## src/sv/mrlt_pkg.sv

```systemverilog
// shared constants, field layout and controller/datapath interface types
package mrlt_pkg;

    // default string depth
    localparam int MAX_LEN_DEF = 1024;

    // field widths
    localparam int MODE_W = 1;
    localparam int SEL_W  = 1;
    localparam int POS_W  = 10;
    localparam int CHAR_W = 8;
    localparam int LEN_W  = 11;
    localparam int RUN_W  = 11;

    // length register value after reset
    localparam int LEN_RESET = 1024;

    // stream word layout
    localparam int S_DATA_W = 24;
    localparam int S_USER_W = 2;
    localparam int M_DATA_W = 16;
    localparam int POS_LSB  = 0;
    localparam int CHAR_LSB = POS_LSB + POS_W;
    localparam int MODE_BIT = 0;
    localparam int SEL_BIT  = MODE_BIT + MODE_W;

    // mode codes
    localparam logic MODE_WRITE = 1'b0;
    localparam logic MODE_QUERY = 1'b1;

    // controller to datapath commands
    typedef struct packed {
        logic clr;        // one step of the clearing sweep
        logic load;       // capture the input word
        logic str_rw;     // write own string, read both strings
        logic leaf_set;   // write the leaf match bit
        logic sib_rd;     // read the sibling node
        logic par_write;  // merge children, write parent, climb
        logic leaf_rd;    // read the leaf for a query
        logic acc_one;    // leaf matched, run starts at one
        logic climb;      // move to the parent node
        logic acc_sib;    // add the sibling leading run
        logic out_load;   // load the result register
    } t_cmd;

    // datapath to controller status
    typedef struct packed {
        logic clear_last;
        logic is_query;
        logic in_range;
        logic root;
        logic node_right;
        logic leaf_zero;
        logic sib_full;
        logic out_free;
    } t_sts;

endpackage

```

## src/sv/mrlt_ctrl.sv

```systemverilog
// sequencer for the clearing sweep, tree updates and tree queries
module mrlt_ctrl (
    input  logic            i_clk,
    input  logic            i_rst_n,
    input  logic            i_s_valid,
    output logic            o_s_ready,
    input  mrlt_pkg::t_sts  i_sts,
    output mrlt_pkg::t_cmd  o_cmd
);
    import mrlt_pkg::*;

    typedef enum logic [11:0] {
        S_CLEAR  = 12'b0000_0000_0001,
        S_IDLE   = 12'b0000_0000_0010,
        S_DECODE = 12'b0000_0000_0100,
        S_W_RD   = 12'b0000_0000_1000,
        S_W_LEAF = 12'b0000_0001_0000,
        S_W_UP   = 12'b0000_0010_0000,
        S_W_PAR  = 12'b0000_0100_0000,
        S_Q_LEAF = 12'b0000_1000_0000,
        S_Q_CHK  = 12'b0001_0000_0000,
        S_Q_UP   = 12'b0010_0000_0000,
        S_Q_SIB  = 12'b0100_0000_0000,
        S_FIN    = 12'b1000_0000_0000
    } t_state;

    t_state r_state;
    t_state n_state;

    // state register
    always_ff @(posedge i_clk) begin
        if (!i_rst_n) begin
            r_state <= S_CLEAR;
        end else begin
            r_state <= n_state;
        end
    end

    assign o_s_ready = (r_state == S_IDLE);

    // next state and commands
    always_comb begin
        n_state = r_state;
        o_cmd   = '0;
        unique case (r_state)
            S_CLEAR: begin
                o_cmd.clr = 1'b1;
                if (i_sts.clear_last) begin
                    n_state = S_IDLE;
                end
            end
            S_IDLE: begin
                if (i_s_valid) begin
                    o_cmd.load = 1'b1;
                    n_state    = S_DECODE;
                end
            end
            S_DECODE: begin
                if (i_sts.is_query) begin
                    n_state = i_sts.in_range ? S_Q_LEAF : S_FIN;
                end else begin
                    n_state = i_sts.in_range ? S_W_RD : S_IDLE;
                end
            end
            S_W_RD: begin
                o_cmd.str_rw = 1'b1;
                n_state      = S_W_LEAF;
            end
            S_W_LEAF: begin
                o_cmd.leaf_set = 1'b1;
                n_state        = S_W_UP;
            end
            S_W_UP: begin
                if (i_sts.root) begin
                    n_state = S_IDLE;
                end else begin
                    o_cmd.sib_rd = 1'b1;
                    n_state      = S_W_PAR;
                end
            end
            S_W_PAR: begin
                o_cmd.par_write = 1'b1;
                n_state         = S_W_UP;
            end
            S_Q_LEAF: begin
                o_cmd.leaf_rd = 1'b1;
                n_state       = S_Q_CHK;
            end
            S_Q_CHK: begin
                if (i_sts.leaf_zero) begin
                    n_state = S_FIN;
                end else begin
                    o_cmd.acc_one = 1'b1;
                    n_state       = S_Q_UP;
                end
            end
            S_Q_UP: begin
                if (i_sts.root) begin
                    n_state = S_FIN;
                end else if (i_sts.node_right) begin
                    // right child: the parent ends where this node ends
                    o_cmd.climb = 1'b1;
                end else begin
                    o_cmd.sib_rd = 1'b1;
                    n_state      = S_Q_SIB;
                end
            end
            S_Q_SIB: begin
                o_cmd.acc_sib = 1'b1;
                if (i_sts.sib_full) begin
                    o_cmd.climb = 1'b1;
                    n_state     = S_Q_UP;
                end else begin
                    n_state = S_FIN;
                end
            end
            S_FIN: begin
                if (i_sts.out_free) begin
                    o_cmd.out_load = 1'b1;
                    n_state        = S_IDLE;
                end
            end
            default: begin
                n_state = S_IDLE;
            end
        endcase
    end

endmodule

```

## config.mk

```make
export PLATFORM = sky130hd
export DESIGN_NAME = mrlt_ctrl
export DESIGN_NICKNAME = d
export VERILOG_FILES = /design/src/sv/mrlt_pkg.sv /design/src/sv/mrlt_ctrl.sv
export SDC_FILE = /design/constraint.sdc
export NUM_CORES = 1
export LEC_CHECK = 0
export BUFFER_PORTS_ARGS = -buffer_cell sky130_fd_sc_hd__buf_4
export CAP_MARGIN = 25
export CORE_MARGIN = 8
export CORE_UTILIZATION = 37
export DETAILED_ROUTE_END_ITERATION = 8
export GPL_ROUTABILITY_DRIVEN = 0
export GPL_TIMING_DRIVEN = 0
export HOLD_SLACK_MARGIN = 0.15
export MAX_ROUTING_LAYER = met4
export PLACE_DENSITY_LB_ADDON = 0.3
export SYNTH_ARGS = -nofsm -noshare
export SYNTH_HDL_FRONTEND = slang
export SYNTH_SLANG_ARGS = --single-unit
```

## constraint.sdc

```tcl
create_clock -name i_clk -period 3.3 [get_ports i_clk]
set_clock_uncertainty 0.2 [all_clocks]
set_input_delay 0.495 -clock i_clk [delete_from_list [all_inputs] [get_ports i_clk]]
set_output_delay 0.495 -clock i_clk [all_outputs]
set_load 0.02 [all_outputs]
```

# After elaboration in Yosys (flattened, before gate mapping)
# Cells that the tools add are included.
# totals
wordCells	51
reg_bits	12
input_bits	11
# classes
n_reduce_logical	2
eq_ne	16
mux	32
# ops
operator	count
one-hot mux 12 bit (11 select lines)	1
two-way mux 12 bit	9
two-way mux 1 bit	18
== test 12 x 1 -> 1 bit, second input constant	1
== test 12 x 10 -> 1 bit, second input constant	1
== test 12 x 11 -> 1 bit, second input constant	1
== test 12 bit, second input constant	1
== test 12 x 2 -> 1 bit, second input constant	1
== test 12 x 3 -> 1 bit, second input constant	1
== test 12 x 4 -> 1 bit, second input constant	1
== test 12 x 5 -> 1 bit, second input constant	1
== test 12 x 6 -> 1 bit, second input constant	1
== test 12 x 7 -> 1 bit, second input constant	1
== test 12 x 8 -> 1 bit, second input constant	1
== test 12 x 9 -> 1 bit, second input constant	1
two-way mux 7 bit	1
inequality test 2 bit, second input constant	3
two-way mux 4 bit	1
one-hot mux 1 bit (2 select lines)	2
AND reduction 4 bit	1
inequality test 3 bit, second input constant	1
OR reduction 2 bit	1

# Longest topological paths before layout
# Gate-level depths: netlist (run 1).
# logic_depth
ltp_word	3
ltp_mapped	6
ltp_nobuf	5

# Worst setup path before layout (run 1)
# Ideal clock, no wire load.
# synth_timing
path_kind	reg-to-output
from	register r_state[0]
to	output port o_cmd[3] (netlist bit)
required_time_ps	2605
arrival_time_ps	1663
path_stages_with_launch	4
setup_slack_ps	942
n_path_buf	0
path_cell_list	dfxtp_1 nor4_1 nand3_1 nor4_1
# synth_rtl
element	line_no	text
from (decl)	mrlt_ctrl.sv:27	t_state r_state;
from (signal assigned)	mrlt_ctrl.sv:35	r_state <= n_state;
to (decl)	mrlt_ctrl.sv:8	output mrlt_pkg::t_cmd o_cmd

==> run metrics, run 1 <==
Mean Syn Cell Area 8.06 sq um; sw power 74.1 uW; CP top delay family simple AND/OR/NAND/NOR gates; RSZ-0062 raised after global routing no; Remaining Overflow, GRT 0; filler cell count ~220; total CTS buffers 3; Final min period 2860 ps; R2R Path End r_state[9]$_SDFFE_PN0P_; slack of the worst reg-to-reg path 1200 ps; hold depth 2; Util after Layout about half; Crit path buffers/inverters 1; top flop regs r_state: 12 flops; post-detail-place hpwl 1540 microns; final hold vios 0; Die Y around 61 microns; post-synth cell types 36; ys flop type dfxtp_1; Hold Crit Class in -> reg; Skew-Pair Late Insertion Delay 260 ps; Ant. Diodes 0; initial core utilization between 30% and 40%; fin nets 133; Largest stage delay, worst path about 570 ps; crit path launch type flip-flop; postcts setup bufs 0; initial DRC count 46; Setup Crit Path Kind reg -> out; Non-Filler Cell Area, Final roughly 1000 sq um; Period Utilization, post-route 86.6%; Post-Synthesis Cells 95; via count just under 800; Cell Area, Placed approximately 960 sq um; layout cells sized above 1 a little over a quarter; Layout Cells excl Fill about 150; internal cell power between 200 and 250 uW; placed insts about 140; WL per Instance between 10 and 15 microns; CTS tree done; Setup crit end kind output pin; pwr/cell area about 290 mW/mm^2; most frequent cells in the layout 22 x buf_4, 17 x nor2_1, 12 x dfxtp_1; Data arrival, critical path between 2000 and 2500 ps; H-tree depth 1; max-cap violations 0; Total GRT Usage a little under an eighth; post-cts hold buffer count 0; largest net degree at the start of global routing 9; Worst-Margin Slew between 600 and 700 ps; clk root buf clkbuf_4; worst hold endpoint r_state[10]$_SDFFE_PN0P_; Clock transition at path regs ~70 ps; crit-path max FO 6; drt first pass iters 4; sequential share of the synthesized area about a third; Reg2Reg Depth 5; Async S/R FF share, synth 0%; clock power share 29.7%; drt drc 0; TritonCTS Sinks 12; die width between 60 and 70 microns; Sw Ratio between 20% and 30%; worst hold start i_sts[4]; Pins Over Slew Limit 0; worst-path cell chain nor4_1, nand3_1, nand3b_1, o2bb2ai_1, buf_4; status finished clean; num ports 23; RR Startpoint r_state[1]$_SDFFE_PN0P_; first-pass GRT wire length 3240 microns; Tot Pwr approximately 290 uW; Worst EP required about 2600 ps; setup_tns 0 ps; Reg with most FFs r_state; Slowest-stage cell, CP nor4_1; post-cts resize count 0; CTS Buffer Depth 2; worst vdd ir 161 uV; synth-to-layout area growth 28.9%; vias in the first global route slightly below 800; sequential fraction of design power 52.7%; FF+latch count, synth 12; commonest non-fill, non-tap cell in the layout buf_4; Mapped Area around 770 sq um; relative slew slack 59.1%; LEAKAGE around 0.41 nW; initial antenna violation count 0; port buffer count 22; endpoints failing setup 0; Logic pwr share roughly 18%; Syn Nets about 110; row count 16; final WL about 1900 microns; antenna-violating nets left 0; Core ar. approximately 0.0020 sq mm; max reg flops 12; vias per inst 5.41; Post-synth EDFFs 0; die area about 0.0038 sq mm; Synth Warn # 0; maximum clock frequency 0.350 GHz
## final cells by class
| class | count | area, sq um | area share (%) |
|---|---|---|---|
| plain buffers | 1 | 11.3 | 1.14 |
| clock buffers | 3 | 22.5 | 2.28 |
| inverters | 3 | 11.3 | 1.14 |
| multi-input cells | 79 | 503 | 51.0 |
| flip-flops and latches | 12 | 240 | 24.3 |
| well taps | 27 | 33.8 | 3.42 |
| repair buffers | 22 | 165 | 16.7 |
## worst max-delay path by stage
stage	startpoint	to	cells past startpoint	slack (ps)
2_1_floorplan	r_state[0]$_SDFFE_PN1P_	o_cmd[3]	3	940
3_3_place_gp	r_state[0]$_SDFFE_PN1P_	o_cmd[2]	5	730
3_5_place_dp	r_state[0]$_SDFFE_PN1P_	o_cmd[2]	5	730
4_1_cts	r_state[0]$_SDFFE_PN1P_	o_cmd[2]	5	430
5_1_grt	r_state[0]$_SDFFE_PN1P_	o_cmd[2]	5	200
6_report	r_state[1]$_SDFFE_PN0P_	o_cmd[2]	5	440
## synthesized netlist by cell type (2+ instances only)
cell type   n  area, sq um
inv_1       3         11.3
xnor2_1     2         17.5
dfxtp_1    12          240
nor2_1     17         63.8
nor3b_1     2         15.0
nor2b_1     2         12.5
a21o_1      2         15.0
nand2b_1    6         37.5
nand3_1     3         15.0
nor4_1      4         25.0
nor3_1      6         30.0
o21a_1      4         30.0
nand2_1     7         26.3
or4_1       2         15.0
nor4_4      2         42.5
## layer usage
metal | part of all wire, % | track usage (%) | wire length, microns | up-vias
li1 | - | - | - | 405
met1 | 45 | 13.5 | 844 | 370
met2 | 48 | 18.8 | 917 | 20
met3 | 7.1 | 2.30 | 134 | 0
met4 | 0 | 4.87 | 0 | 0
met5 | 0 | - | 0 | -
## through the flow
| step | hold WS [ps] | worst slack, ps |
|---|---|---|
| floorplan | 305 | 942 |
| global placement | 342 | 730 |
| detailed placement | 337 | 730 |
| CTS | 218 | 428 |
| global route | 228 | 200 |
| finish | 224 | 441 |
## cells by family after synthesis
group	count (synthesis)	synth area share, %
AO/OA/AOI/OAI	17	16.8
XOR/XNOR	2	2.29
buffers and inverters	4	2.94
flip-flops	12	31.4
AND/OR/NAND/NOR	60	46.6
## worst reg2reg max path: stages, from the launching register on
cell       delay, ps
dfxtp_1          360
nor4_1           570
nand3_1          220
nand3b_1         300
o2bb2ai_1        270
o21a_1           140
## power by group through the flow
| stage | Clock, mW | Sequential [mW] | Combinational [mW] |
|---|---|---|---|
| final | 0.0852 | 0.151 | 0.0503 |
| after global routing | 0.0924 | 0.152 | 0.0557 |
| after CTS | 0.0896 | 0.151 | 0.0505 |
| after detailed placement | 0 | 0.154 | 0.0503 |
| after global placement | 0 | 0.154 | 0.0499 |
| after floorplan | 0 | 0.153 | 0.0287 |
Note: power is estimated with default switching activity, not from simulation.
==> run 2: changes to the inputs <==
Settings changed: ABC_AREA set to 1.
==> run 2 against run 1 <==
Against the previous run: synthesized cell count grew 42%; total power increased by 2.1%; first-iteration DRC count is 74% lower; sequential power about the same; combinational power rose by 11%; via count increased by 9.4%; largest cell class unchanged.
==> run metrics, run 2 <==
first-pass GRT wire length 3540 microns (was 3240 microns); via count 870 (was 795); RR Startpoint r_state[2]$_SDFFE_PN0P_ (was r_state[1]$_SDFFE_PN0P_); vias per inst 4.63 (was 5.41); max-cap violations 0 (unchanged); Post-synth EDFFs 0 (unchanged); Logic pwr share 19.0% (was 17.5%); crit path to o_cmd[6] (was o_cmd[2]); Setup crit end kind output pin (unchanged); synth top area cells dfxtp_1 29%, inv_1 13%, nand2_1 9.9%, nor2_1 8.5%, nor2_4 6.7% (was dfxtp_1 31%, nor2_1 8.3%, nor4_4 5.6%, nand2b_1 4.9%, nor3_1 3.9%); status finished clean (unchanged); Ant. Diodes 0 (unchanged); synth-to-layout area growth 26.6% (was 28.9%); Clock transition at path regs 80 ps (was 70 ps); grt peak-use layer met2 (unchanged); antenna-violating nets left 0 (unchanged); top cell type's share of synthesized area 28.7% (was 31.4%); row count 17 (was 16); Synth top cells by count 30 x inv_1, 22 x nand2_1, 19 x nor2_1 (was 17 x nor2_1, 12 x dfxtp_1, 7 x nand2_1); FF+latch count, synth 12 (unchanged); LEAKAGE 0.587 nW (was 0.414 nW); CTS tree done (unchanged); post-cts resize count 0 (unchanged); mux share of post-synthesis cell area 0% (unchanged); relative slew slack 80.1% (was 59.1%); Worst EP required 2600 ps (about the same); Pins Over Slew Limit 0 (unchanged); initial DRC count 12 (was 46); setup_tns 0 ps (unchanged); CTS Buffer Depth 2 (unchanged); Synth area leader dfxtp_1 (unchanged); clk root buf clkbuf_4 (unchanged); sequential fraction of design power 51.3% (was 52.7%); max reg flops 12 (unchanged); pwr/cell area 276 mW/mm^2 (was 290 mW/mm^2); R2R Path End r_state[11]$_SDFFE_PN0P_ (was r_state[9]$_SDFFE_PN0P_); Synth Area in Compound Gates 4.63% (was 16.8%); endpoints failing setup 0 (unchanged); Mean Syn Cell Area 6.20 sq um (was 8.06 sq um); worst vdd ir 126 uV (was 161 uV); M3 GR Usage 1.59% (was 2.30%); initial antenna violation count 0 (unchanged); total CTS buffers 3 (unchanged); drt first pass iters 4 (unchanged); Syn Nets 146 (was 106); sw power 80.7 uW (was 74.1 uW); Remaining Overflow, GRT 0 (unchanged); most frequent cells in the layout 30 x inv_1, 22 x nand2_1, 22 x buf_4 (was 22 x buf_4, 17 x nor2_1, 12 x dfxtp_1); maximum clock frequency 0.446 GHz (was 0.350 GHz); largest net degree at the start of global routing 9 (unchanged); Async S/R FF share, synth 0% (unchanged); initial core utilization 38.6% (was 39.0%); final hold vios 0 (unchanged); Period Utilization, post-route 67.9% (was 86.6%); Total GRT Usage 10.8% (was 11.6%); Final min period 2240 ps (was 2860 ps); final WL 2010 microns (was 1900 microns); RSZ-0062 raised after global routing no (unchanged); vias in the first global route 882 (was 769); ys flop type dfxtp_1 (unchanged); commonest non-fill, non-tap cell in the layout inv_1 (was buf_4); Sw Ratio 27.6% (was 25.9%); cell with the most instances after synthesis inv_1 (was nor2_1); port buffer count 22 (unchanged); met1 Use GR 11.9% (was 13.5%); TritonCTS Sinks 12 (unchanged); Critical Path Source r_state[2]$_SDFFE_PN0P_ (was r_state[1]$_SDFFE_PN0P_); filler cell count 247 (was 217); drt drc 0 (unchanged); postcts setup bufs 0 (unchanged); post-synth cell types 21 (was 36); die area 0.00404 sq mm (was 0.00378 sq mm); num ports 23 (unchanged); Data arrival, critical path 1550 ps (was 2160 ps); Hold Crit Class in -> reg (unchanged); post-detail-place hpwl 1760 microns (was 1540 microns); sequential share of the synthesized area 28.7% (was 31.4%); fin nets 173 (was 133); Post-Synthesis Cells 135 (was 95); layout cells sized above 1 27.5% (was 26.7%); Setup Crit Path Kind reg -> out (unchanged); Post-Synth XOR/XNOR Area 0% (was 2.29%); Skew-Pair Late Insertion Delay 260 ps (about the same); main combinational cell family by area after synthesis simple AND/OR/NAND/NOR gates (unchanged); Synth Warn # 0 (unchanged); slack of the worst reg-to-reg path 1740 ps (was 1200 ps); clock power share 29.7% (about the same); WL per Instance 10.7 microns (was 12.9 microns); H-tree depth 1 (unchanged); Reg2Reg Depth 7 (was 5); grt met2 use 18.5% (was 18.8%); crit path launch type flip-flop (unchanged); crit-path max FO 4 (was 6); post-cts hold buffer count 0 (unchanged); Worst-Margin Slew 296 ps (was 608 ps); adder-cell area share of the yosys netlist 0% (unchanged); Mapped Area 837 sq um (was 766 sq um); top flop regs r_state: 12 flops (unchanged); Core ar. 0.00217 sq mm (was 0.00196 sq mm); Reg with most FFs r_state (unchanged); Die Y 63.6 microns (was 61.5 microns); simple-gate area share of the yosys netlist 51.0% (was 46.6%); Tot Pwr 292 uW (was 287 uW); die width 63.6 microns (was 61.5 microns); internal cell power 212 uW (about the same)
-- run 2: cell types whose count changed after synthesis, moves of 3 or more --
cell	change
nor2_4	+5
nor3_1	+4
nor2_2	+3
inv_2	+5
o21a_1	-4
nand2_1	+15
nand2_2	+4
nand2b_1	-6
inv_1	+27
nand3_1	+6
-- run 2: kinds of logic after synthesis --
logic type | Yosys count
DFF | 12
AOI/OAI and AO/OA | 7
buffers and inverters | 35
and+or+nand+nor | 81
-- run 2: worst min path at each step --
stage                                        from                 endpoint  cells past startpoint
after floorplan           r_state[1]$_SDFFE_PN0P_  r_state[0]$_SDFFE_PN1P_                      3
final                                    i_sts[6]  r_state[3]$_SDFFE_PN0P_                      2
after detailed placement  r_state[1]$_SDFFE_PN0P_  r_state[2]$_SDFFE_PN0P_                      4
after CTS                                i_sts[6]  r_state[3]$_SDFFE_PN0P_                      2
after global routing                     i_sts[6]  r_state[3]$_SDFFE_PN0P_                      2
after global placement    r_state[1]$_SDFFE_PN0P_  r_state[2]$_SDFFE_PN0P_                      4
-- run 2: power by group through the flow --
stage	sequential [mW]	clock (mW)	combinational, mW
4_1_cts	0.150	0.0897	0.0561
6_report	0.150	0.0868	0.0557
3_5_place_dp	0.153	0	0.0559
5_1_grt	0.150	0.0997	0.0618
2_1_floorplan	0.153	0	0.0344
3_3_place_gp	0.153	0	0.0545
-- run 2: routing by layer --
metal	up-vias	wire length, microns
met5	-	0
met4	0	30
met3	2	58
met2	18	974
met1	387	942
li1	463	-
-- run 2: cell type report --
| class | count | area (sq um) | share of cell area [%] |
|---|---|---|---|
| multi-input combinational | 88 | 465 | 43.9 |
| sequential | 12 | 240 | 22.7 |
| timing repair buffer | 22 | 165 | 15.6 |
| inverter | 35 | 131 | 12.4 |
| tap | 28 | 35.0 | 3.31 |
| clock buffer | 3 | 22.5 | 2.13 |
-- run 2: through the flow --
stage | instance area, sq um | setup slack [ps] | instances | util, % | hold WS, ps
floorplan | 837 | 1310 | 135 | - | 359
global placement | 1040 | 1360 | 185 | 47.8 | 409
finish | 1060 | 1060 | 188 | 48.8 | 192
detailed placement | 1040 | 1360 | 185 | 47.8 | 426
global route | 1060 | 923 | 188 | 48.8 | 186
CTS | 1060 | 1050 | 188 | 48.8 | 191
-- run 2: critical path, cell delays in order (launching register included) --
cell     delay [ps]
dfxtp_1         320
nor2_2          170
nand2_2         140
nor2_4          150
nand2_1         120
o21ai_0         210
buf_4           180
==> run 3: changes to the inputs <==
Settings changed: ABC_AREA 1 to 0.
Clock period 3.3 ns to 1.9 ns, I/O delays scaled along.
==> run 3 against run 2 <==
Against the previous run: the run now ends with setup timing left; final cell count decreased by 0.53%; die area decreased by 6.4%; largest cell class unchanged; total power increased by 110%; sequential share of layout area decreased by 6.3 points; critical endpoint is now o_cmd[2].
==> run metrics, run 3 (synthesis gave the netlist of run 1 again) <==
status complete, but fails checks (was finished clean); failing checks setup timing; vias in the first global route 977 (was 882); max-cap violations 0 (unchanged); num ports 23 (unchanged); die area 0.00378 sq mm (was 0.00404 sq mm); CTS Buffer Depth 2 (unchanged); worst vdd ir 418 uV (was 126 uV); first-pass GRT wire length 4750 microns (was 3540 microns); Final WS setup -469 ps (was 1060 ps); drt first pass iters 6 (was 4); pwr/cell area 381 mW/mm^2 (was 276 mW/mm^2); Final min period between 2000 and 2500 ps; initial antenna violation count 0 (unchanged); Core ar. 0.00196 sq mm (was 0.00217 sq mm); largest net degree at the start of global routing 9 (unchanged); worst hold margin 266 ps (was 192 ps); maximum clock frequency between 0.4 and 0.5 GHz; Period Utilization, post-route 125%; via count 1,071 (was 870); antenna-violating nets left 0 (unchanged); Non-Filler Cell Area, Final 0.00163 sq mm (was 0.00106 sq mm); max reg flops 12 (unchanged); drt drc 0 (unchanged); Worst EP required 1410 ps (was 2600 ps); LEAKAGE 0.660 nW (was 0.587 nW); filler cell count 120 (was 247); most frequent cells in the layout 38 x buf_4, 18 x buf_6, 9 x nor2_1 (was 30 x inv_1, 22 x nand2_1, 22 x buf_4); synth-to-layout area growth 112% (was 26.6%); Worst-Margin Slew 407 ps (was 296 ps); TritonCTS Sinks 12 (unchanged); vias per inst 5.73 (was 4.63); fin nets 173 (unchanged); Skew-Pair Late Insertion Delay 270 ps (was 260 ps); Setup crit end kind output pin (unchanged); row count 16 (was 17); Ant. Diodes 0 (unchanged); Cell Area, Placed 0.00102 sq mm (was 0.00104 sq mm); WL per Instance 20.1 microns (was 10.7 microns); endpoints failing setup 20 (was 0); port buffer count 22 (unchanged); final WL 3760 microns (was 2010 microns); Hold Crit Class in -> reg (unchanged); crit path launch type flip-flop (unchanged); Total GRT Usage 17.2% (was 10.8%); Clock transition at path regs 80 ps (about the same); clk root buf clkbuf_4 (unchanged); Die Y 61.5 microns (was 63.6 microns); relative slew slack 72.8% (was 80.1%); die width 61.5 microns (was 63.6 microns); Remaining Overflow, GRT 0 (unchanged); commonest non-fill, non-tap cell in the layout buf_4 (was inv_1); RSZ-0062 raised after global routing yes (was no); CTS tree done (unchanged); total CTS buffers 3 (unchanged); initial DRC count 91 (was 12); post-detail-place hpwl 1610 microns (was 1760 microns); H-tree depth 1 (unchanged); crit-path max FO 3 (was 4); Setup Crit Path Kind reg -> out (unchanged); Data arrival, critical path 1880 ps (was 1550 ps); layout cells sized above 1 60.6% (was 27.5%); final hold vios 0 (unchanged); Reg with most FFs r_state (unchanged); top flop regs r_state: 12 flops (unchanged); Pins Over Slew Limit 0 (unchanged); initial core utilization 39.0% (was 38.6%)
run 3: cell count changes in the layout (fill, tap and decap cells not counted), moves of 5 or more:
cell / change
buf_4: +16
buf_6: +18
dfxtp_1: -9
dfxtp_4: +6
dlygate4sd3_1: +7
inv_1: -27
inv_2: -5
nand2_1: -17
nand2b_1: +6
nand3_1: -8
nor2_1: -10
nor3_1: -6
nor4_4: +5
run 3: path summary, 6_finish.rpt:
| path | end | slack, ps | cells after the start | startpoint |
|---|---|---|---|---|
| max | o_cmd[2] | -470 | 6 | r_state[6]$_SDFFE_PN0P_ |
| min | r_state[9]$_SDFFE_PN0P_ | 270 | 4 | i_sts[2] |
| max reg2reg | r_state[1]$_SDFFE_PN0P_ | -430 | 8 | r_state[6]$_SDFFE_PN0P_ |
| min reg2reg | r_state[5]$_SDFFE_PN0P_ | 390 | 2 | r_state[7]$_SDFFE_PN0P_ |
run 3: stage by stage:
step | util [%] | std cells | power (mW) | worst slack [ps] | setup TNS (ps)
after floorplan | - | 95 | 0.324 | -34.8 | -35.0
final | 82.9 | 187 | 0.619 | -469 | -5690
after global placement | 51.8 | 144 | 0.364 | -270 | -1640
after detailed placement | 51.8 | 144 | 0.366 | -299 | -1950
after CTS | 70.5 | 172 | 0.560 | -348 | -2930
after global routing | 82.9 | 187 | 0.649 | -529 | -6680
run 3: critical path, cell delays in order (launching register included):
cell	delay (ps)
dfxtp_4	360
nor4_4	360
buf_4	210
nand2_4	60
and4bb_2	340
o2bb2ai_4	140
buf_6	140
run 3: routing by layer:
layer	track usage (%)	up-vias	share of wire, %
li1	-	486	-
met5	-	-	0
met2	29.1	85	49
met3	3.13	14	8.7
met4	5.19	0	3.0
met1	20.0	486	39
run 3: where the power goes:
part | switching, mW | internal [mW]
combinational | 0.0974 | 0.102
clock | 0.0877 | 0.0733
sequential | 0.00916 | 0.250
total | 0.194 | 0.425
run 3: what timing repair did:
item                                    in CTS  in global routing
hold buffers                                 6                  1
resized for setup                           33                 31
gates cloned                                 0                  0
pin swaps                                   19                 15
setup buffers                               19                 15
endpoints found under the hold margin        8                  1
endpoints found under the setup margin      18                 20
run 3: final cells by class:
cell class | count | area [sq um] | share of cell area (%)
Sequential cell | 12 | 267 | 16.4
Clock buffer | 3 | 22.5 | 1.38
Multi-Input combinational cell | 79 | 734 | 45.2
Tap cell | 27 | 33.8 | 2.08
Inverter | 3 | 11.3 | 0.692
Timing Repair Buffer | 63 | 558 | 34.3
